[config.mk]
export PLATFORM = sky130hd
export DESIGN_NAME = c_escape_sequence_decoder
export DESIGN_NICKNAME = d
export VERILOG_FILES = /design/src/cesd_pkg.sv /design/src/cesd_front.sv /design/src/cesd_queue.sv /design/src/cesd_back.sv /design/src/c_escape_sequence_decoder.sv
export VERILOG_INCLUDE_DIRS = /design/src /design/src/src
export SDC_FILE = /design/constraint.sdc
export NUM_CORES = 1
export LEC_CHECK = 0
export BUFFER_PORTS_ARGS = -buffer_cell sky130_fd_sc_hd__buf_2
export CORE_MARGIN = 1.5
export CORE_UTILIZATION = 55
export DETAILED_ROUTE_END_ITERATION = 8
export PLACE_DENSITY_LB_ADDON = 0.05
export SYNTH_ARGS = -nofsm -noshare
export SYNTH_HDL_FRONTEND = slang
export SYNTH_SLANG_ARGS = --single-unit
[constraint.sdc]
create_clock -name aclk -period 4.4 [get_ports aclk]
set_input_delay 1.1 -clock aclk [delete_from_list [all_inputs] [get_ports aclk]]
set_output_delay 1.1 -clock aclk [all_outputs]
set_load 0.02 [all_outputs]
[src/c_escape_sequence_decoder_assert.svh]
// ----------------------------------------------------------------------------
// Assertion macros for the C escape sequence decoder
// Concurrent checks clocked on aclk and muted while aresetn is low.
// ----------------------------------------------------------------------------
`ifndef C_ESCAPE_SEQUENCE_DECODER_ASSERT_SVH
`define C_ESCAPE_SEQUENCE_DECODER_ASSERT_SVH

// Check that a condition holds at every edge out of reset.
`define CESD_ASSERT_ALWAYS(label, cond, msg) \
    label: assert property (@(posedge aclk) disable iff (!aresetn) (cond)) \
        else $error(msg);

// Check that a condition at one edge implies another at the next edge.
`define CESD_ASSERT_NEXT(label, pre, post, msg) \
    label: assert property (@(posedge aclk) disable iff (!aresetn) \
        (pre) |=> (post)) else $error(msg);

`endif

[src/cesd_pkg.sv]
// ----------------------------------------------------------------------------
// cesd_pkg
// Shared types, character codes and helper functions of the escape decoder.
// ----------------------------------------------------------------------------
`default_nettype none

package cesd_pkg;

    localparam int QDEPTH = 4;
    localparam int QAW    = $clog2(QDEPTH);
    localparam int QLW    = $clog2(QDEPTH + 1);

    typedef enum logic [3:0] {
        MODE_TEXT   = 4'b0001,
        MODE_ESCAPE = 4'b0010,
        MODE_HEX    = 4'b0100,
        MODE_OCTAL  = 4'b1000
    } mode_t;

    // One decoded item: one or two bytes.
    typedef struct packed {
        logic       two;
        logic [7:0] b1;
        logic [7:0] b0;
    } entry_t;

    typedef struct packed {
        logic   valid;
        entry_t data;
    } push_t;

    typedef struct packed {
        logic           full;
        logic           empty;
        logic [QLW-1:0] level;
    } qstat_t;

    localparam logic [7:0] CH_BSLASH = 8'h5C;
    localparam logic [7:0] CH_X_LO   = 8'h78;
    localparam logic [7:0] CH_X_UP   = 8'h58;
    localparam logic [7:0] CH_0      = 8'h30;
    localparam logic [7:0] CH_7      = 8'h37;
    localparam logic [7:0] CH_9      = 8'h39;
    localparam logic [7:0] CH_A_LO   = 8'h61;
    localparam logic [7:0] CH_F_LO   = 8'h66;
    localparam logic [7:0] CH_A_UP   = 8'h41;
    localparam logic [7:0] CH_F_UP   = 8'h46;
    localparam logic [7:0] CH_N      = 8'h6E;
    localparam logic [7:0] CH_T      = 8'h74;
    localparam logic [7:0] CH_R      = 8'h72;
    localparam logic [7:0] CH_V      = 8'h76;
    localparam logic [7:0] CH_F      = 8'h66;
    localparam logic [7:0] CH_B      = 8'h62;

    localparam logic [1:0] OCT_MAX_DIGITS = 2'd3;

    function automatic logic [7:0] simple_escape(input logic [7:0] c);
        logic [7:0] r;
        case (c)
            CH_N:    r = 8'd10;
            CH_T:    r = 8'd9;
            CH_R:    r = 8'd13;
            CH_V:    r = 8'd11;
            CH_F:    r = 8'd12;
            CH_A_LO: r = 8'd7;
            CH_B:    r = 8'd8;
            default: r = c;
        endcase
        return r;
    endfunction

    // Return {valid, value} for a hex digit character.
    function automatic logic [4:0] hex_digit(input logic [7:0] c);
        logic [7:0] d;
        logic [4:0] r;
        r = 5'd0;
        d = 8'd0;
        if (c >= CH_0 && c <= CH_9) begin
            d = c - CH_0;
            r = {1'b1, d[3:0]};
        end else if (c >= CH_A_LO && c <= CH_F_LO) begin
            d = c - CH_A_LO + 8'd10;
            r = {1'b1, d[3:0]};
        end else if (c >= CH_A_UP && c <= CH_F_UP) begin
            d = c - CH_A_UP + 8'd10;
            r = {1'b1, d[3:0]};
        end
        return r;
    endfunction

endpackage

`default_nettype wire

[src/cesd_front.sv]
// ----------------------------------------------------------------------------
// cesd_front
// Accept raw bytes, track the escape state and push decoded items.
// ----------------------------------------------------------------------------
`default_nettype none

module cesd_front (
    input  logic            aclk,
    input  logic            aresetn,
    input  logic            s_tvalid,
    output logic            s_tready,
    input  logic [7:0]      s_tdata,
    input  logic            s_tlast,
    input  cesd_pkg::qstat_t qstat,
    output cesd_pkg::push_t  push
);
    import cesd_pkg::*;

    mode_t      mode_reg, mode_next;
    logic [7:0] acc_reg, acc_next;
    logic [1:0] cnt_reg, cnt_next;
    logic       seen_reg, seen_next;

    logic [1:0] nres;
    logic [7:0] r0, r1;
    logic [4:0] hx;
    logic [7:0] acc_oct;
    logic [1:0] cnt_oct;
    logic [7:0] run_val;
    logic       is_oct;
    logic       fire;

    assign s_tready = !qstat.full;
    assign fire     = s_tvalid && s_tready;

    always_comb begin
        hx      = hex_digit(s_tdata);
        is_oct  = (s_tdata >= CH_0) && (s_tdata <= CH_7);
        acc_oct = {acc_reg[4:0], s_tdata[2:0]};
        cnt_oct = cnt_reg + 2'd1;
        run_val = (mode_reg == MODE_HEX && !seen_reg) ? CH_X_LO : acc_reg;

        nres      = 2'd0;
        r0        = 8'd0;
        r1        = 8'd0;
        mode_next = MODE_TEXT;
        acc_next  = 8'd0;
        cnt_next  = 2'd0;
        seen_next = 1'b0;

        if (s_tlast) begin
            // Flush whatever escape is pending and return to reset state.
            unique case (mode_reg)
                MODE_TEXT:   nres = 2'd0;
                MODE_ESCAPE: nres = 2'd1;
                MODE_HEX,
                MODE_OCTAL: begin
                    nres = 2'd1;
                    r0   = run_val;
                end
                default:     nres = 2'd0;
            endcase
        end else begin
            unique case (mode_reg)
                MODE_TEXT: begin
                    if (s_tdata == CH_BSLASH) begin
                        mode_next = MODE_ESCAPE;
                    end else begin
                        nres = 2'd1;
                        r0   = s_tdata;
                    end
                end
                MODE_ESCAPE: begin
                    if (s_tdata == CH_X_LO || s_tdata == CH_X_UP) begin
                        mode_next = MODE_HEX;
                    end else if (is_oct) begin
                        mode_next = MODE_OCTAL;
                        acc_next  = {5'd0, s_tdata[2:0]};
                        cnt_next  = 2'd1;
                    end else begin
                        nres = 2'd1;
                        r0   = simple_escape(s_tdata);
                    end
                end
                MODE_HEX,
                MODE_OCTAL: begin
                    if (mode_reg == MODE_HEX && hx[4]) begin
                        mode_next = MODE_HEX;
                        acc_next  = {acc_reg[3:0], hx[3:0]};
                        seen_next = 1'b1;
                    end else if (mode_reg == MODE_OCTAL && is_oct) begin
                        if (cnt_oct == OCT_MAX_DIGITS) begin
                            nres = 2'd1;
                            r0   = acc_oct;
                        end else begin
                            mode_next = MODE_OCTAL;
                            acc_next  = acc_oct;
                            cnt_next  = cnt_oct;
                        end
                    end else begin
                        // Close the run, then treat the byte as text.
                        r0 = run_val;
                        if (s_tdata == CH_BSLASH) begin
                            nres      = 2'd1;
                            mode_next = MODE_ESCAPE;
                        end else begin
                            nres = 2'd2;
                            r1   = s_tdata;
                        end
                    end
                end
                default: nres = 2'd0;
            endcase
        end
    end

    always_comb begin
        push.valid   = fire && (nres != 2'd0);
        push.data.two = (nres == 2'd2);
        push.data.b0  = r0;
        push.data.b1  = r1;
    end

    always_ff @(posedge aclk) begin
        if (!aresetn) begin
            mode_reg <= MODE_TEXT;
            acc_reg  <= 8'd0;
            cnt_reg  <= 2'd0;
            seen_reg <= 1'b0;
        end else if (fire) begin
            mode_reg <= mode_next;
            acc_reg  <= acc_next;
            cnt_reg  <= cnt_next;
            seen_reg <= seen_next;
        end
    end

endmodule

`default_nettype wire

[src/cesd_queue.sv]
// ----------------------------------------------------------------------------
// cesd_queue
// Short first-in first-out queue of decoded items between front and back.
// ----------------------------------------------------------------------------
`default_nettype none

module cesd_queue (
    input  logic             aclk,
    input  logic             aresetn,
    input  cesd_pkg::push_t  push,
    input  logic             pop,
    output cesd_pkg::entry_t head,
    output cesd_pkg::qstat_t stat
);
    import cesd_pkg::*;

    entry_t         slot_reg [QDEPTH];
    logic [QAW-1:0] wptr_reg, rptr_reg;
    logic [QLW-1:0] level_reg;
    logic           do_push, do_pop;

    assign stat.full  = (level_reg == QLW'(QDEPTH));
    assign stat.empty = (level_reg == '0);
    assign stat.level = level_reg;
    assign head       = slot_reg[rptr_reg];

    assign do_push = push.valid && !stat.full;
    assign do_pop  = pop && !stat.empty;

    always_ff @(posedge aclk) begin
        if (do_push) begin
            slot_reg[wptr_reg] <= push.data;
        end
    end

    always_ff @(posedge aclk) begin
        if (!aresetn) begin
            wptr_reg  <= '0;
            rptr_reg  <= '0;
            level_reg <= '0;
        end else begin
            if (do_push) begin
                wptr_reg <= (wptr_reg == QAW'(QDEPTH - 1)) ? '0 : wptr_reg + 1'b1;
            end
            if (do_pop) begin
                rptr_reg <= (rptr_reg == QAW'(QDEPTH - 1)) ? '0 : rptr_reg + 1'b1;
            end
            if (do_push && !do_pop) begin
                level_reg <= level_reg + 1'b1;
            end else if (do_pop && !do_push) begin
                level_reg <= level_reg - 1'b1;
            end
        end
    end

endmodule

`default_nettype wire

[src/cesd_back.sv]
// ----------------------------------------------------------------------------
// cesd_back
// Pop decoded items and send them out as one or two output beats.
// ----------------------------------------------------------------------------
`default_nettype none

module cesd_back (
    input  logic             aclk,
    input  logic             aresetn,
    input  cesd_pkg::entry_t head,
    input  cesd_pkg::qstat_t stat,
    output logic             pop,
    output logic             m_tvalid,
    input  logic             m_tready,
    output logic [7:0]       m_tdata,
    output logic             m_tlast
);
    import cesd_pkg::*;

    logic   valid_reg;
    entry_t ent_reg;
    logic   phase_reg;
    logic   beat_done, finishing;

    assign m_tvalid  = valid_reg;
    assign m_tdata   = phase_reg ? ent_reg.b1 : ent_reg.b0;
    assign m_tlast   = !ent_reg.two || phase_reg;
    assign beat_done = valid_reg && m_tready;
    assign finishing = beat_done && m_tlast;
    assign pop       = !stat.empty && (!valid_reg || finishing);

    always_ff @(posedge aclk) begin
        if (pop) begin
            ent_reg <= head;
        end
    end

    always_ff @(posedge aclk) begin
        if (!aresetn) begin
            valid_reg <= 1'b0;
            phase_reg <= 1'b0;
        end else if (pop) begin
            valid_reg <= 1'b1;
            phase_reg <= 1'b0;
        end else if (finishing) begin
            valid_reg <= 1'b0;
            phase_reg <= 1'b0;
        end else if (beat_done) begin
            phase_reg <= 1'b1;
        end
    end

endmodule

`default_nettype wire

[src/c_escape_sequence_decoder.sv]
// ----------------------------------------------------------------------------
// c_escape_sequence_decoder
// Decode the raw text of a C string literal into its byte values.
//
//   Channel | Dir | tdata (low bit up)  | tlast        | Role
//   --------+-----+---------------------+--------------+----------------------
//   s_      | in  | [7:0] in_char       | end_of_text  | raw literal bytes
//   m_      | out | [7:0] out_byte      | last_of_run  | decoded bytes
//
// One input beat is taken per cycle while the queue has room; the front
// state machine decides each beat in combinational logic. A beat that yields
// two bytes (the byte that closes a hex or octal run) leaves the back end as
// two output beats, so sustained input rate is one beat per cycle while the
// output side keeps up, and falls to the output rate when the queue of 4 items fills.
// Reset is synchronous on aresetn low and returns the decoder to text mode
// with an empty queue; no clearing pass is needed.
// s_tready drops only while the queue is full; m_ stalls hold the output
// register and back up into the queue.
// ----------------------------------------------------------------------------
`default_nettype none

module c_escape_sequence_decoder (
    input  logic       aclk,
    input  logic       aresetn,
    input  logic       s_tvalid,
    output logic       s_tready,
    input  logic [7:0] s_tdata,   // [7:0] in_char
    input  logic       s_tlast,   // end_of_text
    output logic       m_tvalid,
    input  logic       m_tready,
    output logic [7:0] m_tdata,   // [7:0] out_byte
    output logic       m_tlast    // last_of_run
);
    import cesd_pkg::*;

    push_t  push;
    qstat_t qstat;
    entry_t head;
    logic   pop;
    logic   first_of_two;

    // Front: accept beats, classify them against the escape state and
    // push one entry per beat that yields any byte.
    cesd_front u_front (
        .aclk     (aclk),
        .aresetn  (aresetn),
        .s_tvalid (s_tvalid),
        .s_tready (s_tready),
        .s_tdata  (s_tdata),
        .s_tlast  (s_tlast),
        .qstat    (qstat),
        .push     (push)
    );

    // Queue: decouple the front from output stalls.
    cesd_queue u_queue (
        .aclk    (aclk),
        .aresetn (aresetn),
        .push    (push),
        .pop     (pop),
        .head    (head),
        .stat    (qstat)
    );

    // Back: split each entry into one or two output beats.
    cesd_back u_back (
        .aclk     (aclk),
        .aresetn  (aresetn),
        .head     (head),
        .stat     (qstat),
        .pop      (pop),
        .m_tvalid (m_tvalid),
        .m_tready (m_tready),
        .m_tdata  (m_tdata),
        .m_tlast  (m_tlast)
    );

    // First byte of a two-byte item leaves on this edge.
    assign first_of_two = m_tvalid && m_tready && !m_tlast;

`include "c_escape_sequence_decoder_assert.svh"

    // Never push into a full queue: the front would lose a decoded item.
    `CESD_ASSERT_ALWAYS(a_no_push_full, !(push.valid && qstat.full), "push into full queue")

    // Queue level stays within its depth.
    `CESD_ASSERT_ALWAYS(a_level_range, qstat.level <= QLW'(QDEPTH), "queue level overflow")

    // The first byte of a two-byte item is always followed by the second.
    `CESD_ASSERT_NEXT(a_second_beat, first_of_two, m_tvalid && m_tlast, "second beat missing")

endmodule

`default_nettype wire
==> results by group <==
CTS
  • Root Buffer: clkbuf_8
  • Clock Sinks: 109
  • Clock latency on the worst-skew pair: 380 ps
  • CTS hold repair buffers: 0
  • Max Root-Sink Buffers: 2
  • CTS tree: built
  • # resized after CTS: 0
  • CTS HTree Levels: 3
  • Postcts setup bufs: 0
  • Worst-path clk slew: 110 ps
  • CTS Buf Count: 9

Drt
  • DRT Pass-1 Iters: 5
  • Post-detailed-routing wire length: 11100 um
  • WL/cell: 19.5 um
  • Vias per cell: 6.20
  • DRC: 0
  • DR vias: 3532
  • ANT nets after route: 0
  • 1st-iter DRT viols: 208

Die
  • Die Y: 101 um
  • Die X: 101 um
  • Top Ports: 24
  • Die area: 0.0103 mm2
  • Core ar.: 0.00933 mm2
  • Starting Density: 57.1%
  • Rows: 35

Logic synthesis
  • Seq/Total Area, Yosys: 57.0%
  • Synth Instances: 417
  • Seq cells post-synth: 109
  • Top cell type's share of synthesized area: 48.0%
  • Most frequent cell after synthesis: edfxtp_1
  • Top cells by area, synth: edfxtp_1 48%, dfxtp_1 9.0%, mux4_2 7.2%, ha_1 2.4%, nor2_1 2.3%
  • Asr flop ratio synth: 0%
  • Mapped Area: 0.00532 mm2
  • Post-synth EDFFs: 85
  • List of most frequent post-synthesis cells: 85 x edfxtp_1, 33 x nor2_1, 29 x nand2_1, 24 x dfxtp_1, 20 x a21oi_1
  • Syn avg cell area: 12.8 um2
  • Yosys warning count: 0
  • Ys flop type: edfxtp_1
  • Yosys cell types: 73
  • Area leader, netlist: edfxtp_1
  • Post-Syn Nets: 441

Global routing
  • GRT overflow: 0
  • Initial antenna violation count: 0
  • First-pass GRT wire length: 18000 um
  • GR Util met2: 39.0%
  • GR peak layer: met2
  • Grt met3 use: 4.49%
  • Vias in the first global route: 3504
  • Largest net degree at the start of global routing: 22
  • GRT Resource Usage Total: 23.7%
  • Met1 usage: 31.1%

Setup path
  • Worst setup EP type: flip-flop
  • Worst Path Required: 4710 ps
  • Crit start category: primary input
  • R2R cell count: 11
  • Worst r2r src: u_front.mode_reg[3]$_SDFFE_PN0P_
  • R2r setup slk: 970 ps
  • Worst-path fanout max: 9
  • Reg2Reg Capture Point: u_queue.level_reg[2]$_SDFFE_PN0P_
  • Critical path class: primary input to flip-flop
  • CP arrival: 4170 ps

Cells and area
  • Diode count: 0
  • Fillers: 747
  • Nets: 460
  • Largest register FFs: 68
  • Reg area: 0.00303 mm2
  • Share of layout cells above drive strength 1: 20.0%
  • Syn-to-layout area delta: 7.76%
  • Multi-input logic area: 0.00214 mm2

Min path
  • Hold Startpoint: u_front.acc_reg[7]$_SDFFE_PN0P_
  • Hold EP: u_front.acc_reg[7]$_SDFFE_PN0P_
  • Hold Path Class: flip-flop to flip-flop
  • Worst Hold Depth: 2

STA
  • Final hold vios: 0
  • Worst slew pin tran: 896 ps
  • Final TNS setup: 0 ps
  • Slew HR: 40.2%
  • Hold_ws: 470 ps
  • Fmax: 259 MHz
  • RSZ-0062 raised after global routing: false
  • Crit share post-route: 87.7%
  • Final setup vio count: 0
  • Minimum clock period: 3860 ps
  • Fin Clk Skew: 16.9 ps
  • Slew Limit Fails: 0

Power
  • Clock share of power: 22.3%
  • PwrDens: 451 mW/mm2
  • Cell Int Power: 1.80 mW
  • Combinational share of power: 25.1%
  • Reg power frac: 52.6%
  • Sw frac: 30.3%
  • Leakage: 1.94 nW
  • Sw power: 0.785 mW
  • Maximum vdd ir drop: 0.000367 V

Job
  • Number of max-cap violations: 0

Placement
  • DP Wirelength: 7830 um
  • Final Wtd Congestion: 0.952
  • Port Buf Inserts: 23

Status
  • Outcome: finished clean
-- routing by layer --
metal	up-vias	part of all wire, %
li1	1646	-
met1	1717	43
met2	137	49
met3	32	5.6
met4	0	2.8
met5	-	0
-- layout make-up --
cell class / count / area share [%]
inverter: 14 / 0.916
timing repair buffer: 28 / 2.66
multi-input combinational: 274 / 37.3
sequential: 109 / 52.9
clock inverter: 7 / 1.24
tap: 129 / 2.81
clock buffer: 9 / 2.16
-- power by group through the flow --
| stage | combinational (mW) | clock, mW | sequential, mW |
|---|---|---|---|
| final | 0.649 | 0.577 | 1.36 |
| after global routing | 0.720 | 0.629 | 1.38 |
| after CTS | 0.661 | 0.587 | 1.37 |
| after detailed placement | 0.659 | 0 | 1.39 |
| after global placement | 0.648 | 0 | 1.38 |
| after floorplan | 0.512 | 0 | 1.35 |
-- through the flow --
| stage | instances | power (mW) | setup WS [ps] | area (um2) | utilization (%) |
|---|---|---|---|---|---|
| 6_report | 570 | 2.59 | 541 | 5740 | 61.5 |
| 5_1_grt | 570 | 2.73 | 343 | 5740 | 61.5 |
| 4_1_cts | 570 | 2.61 | 573 | 5740 | 61.5 |
| 3_5_place_dp | 554 | 2.05 | 174 | 5540 | 59.4 |
| 3_3_place_gp | 554 | 2.03 | 285 | 5540 | 59.4 |
| 2_1_floorplan | 417 | 1.86 | 685 | 5320 | - |
-- layout by cell type, fill, tap and decap left out, drive strengths merged, types with 15 or more instances in the layout --
master and count:
edfxtp 85, nor2 33, nand2 30, buf 28
dfxtp 24, a21oi 20, mux4 17, o21ai 17
inv 16, nor3 15
-- cell families (layout without fill, tap and decap cells) --
| kind of cell | after synthesis | in the layout | synth area share [%] |
|---|---|---|---|
| compound gates | 86 | 86 | 11.4 |
| xor+xnor | 6 | 6 | 0.987 |
| fa+ha+maj | 11 | 11 | 2.73 |
| buf+inv | 34 | 58 | 2.87 |
| flops | 109 | 109 | 57.0 |
| mux | 30 | 30 | 9.85 |
| simple gates | 141 | 141 | 15.2 |
-- critical path, cell delays in order --
cell and delay (ps):
buf_2 160, inv_1 160, ha_1 290, nand4_1 140
nor3_1 310, o32ai_1 170, a311oi_2 430, or2_4 200
ha_1 170, inv_1 60, fa_1 380, xor2_1 160
or3_1 310, a21oi_1 140
-- worst max-delay path by stage --
stage / to / slack (ps) / cells past startpoint / startpoint
6_report: u_queue.level_reg[2]$_SDFFE_PN0P_ / 540 / 14 / s_tdata[0]
5_1_grt: u_queue.level_reg[2]$_SDFFE_PN0P_ / 340 / 14 / s_tdata[0]
4_1_cts: u_queue.level_reg[2]$_SDFFE_PN0P_ / 570 / 14 / s_tdata[0]
3_5_place_dp: u_queue.level_reg[2]$_SDFFE_PN0P_ / 170 / 14 / s_tdata[0]
3_3_place_gp: u_queue.level_reg[2]$_SDFFE_PN0P_ / 280 / 14 / s_tdata[0]
2_1_floorplan: u_queue.level_reg[2]$_SDFFE_PN0P_ / 680 / 12 / s_tdata[5]
Power figures use the tool's default switching activity.
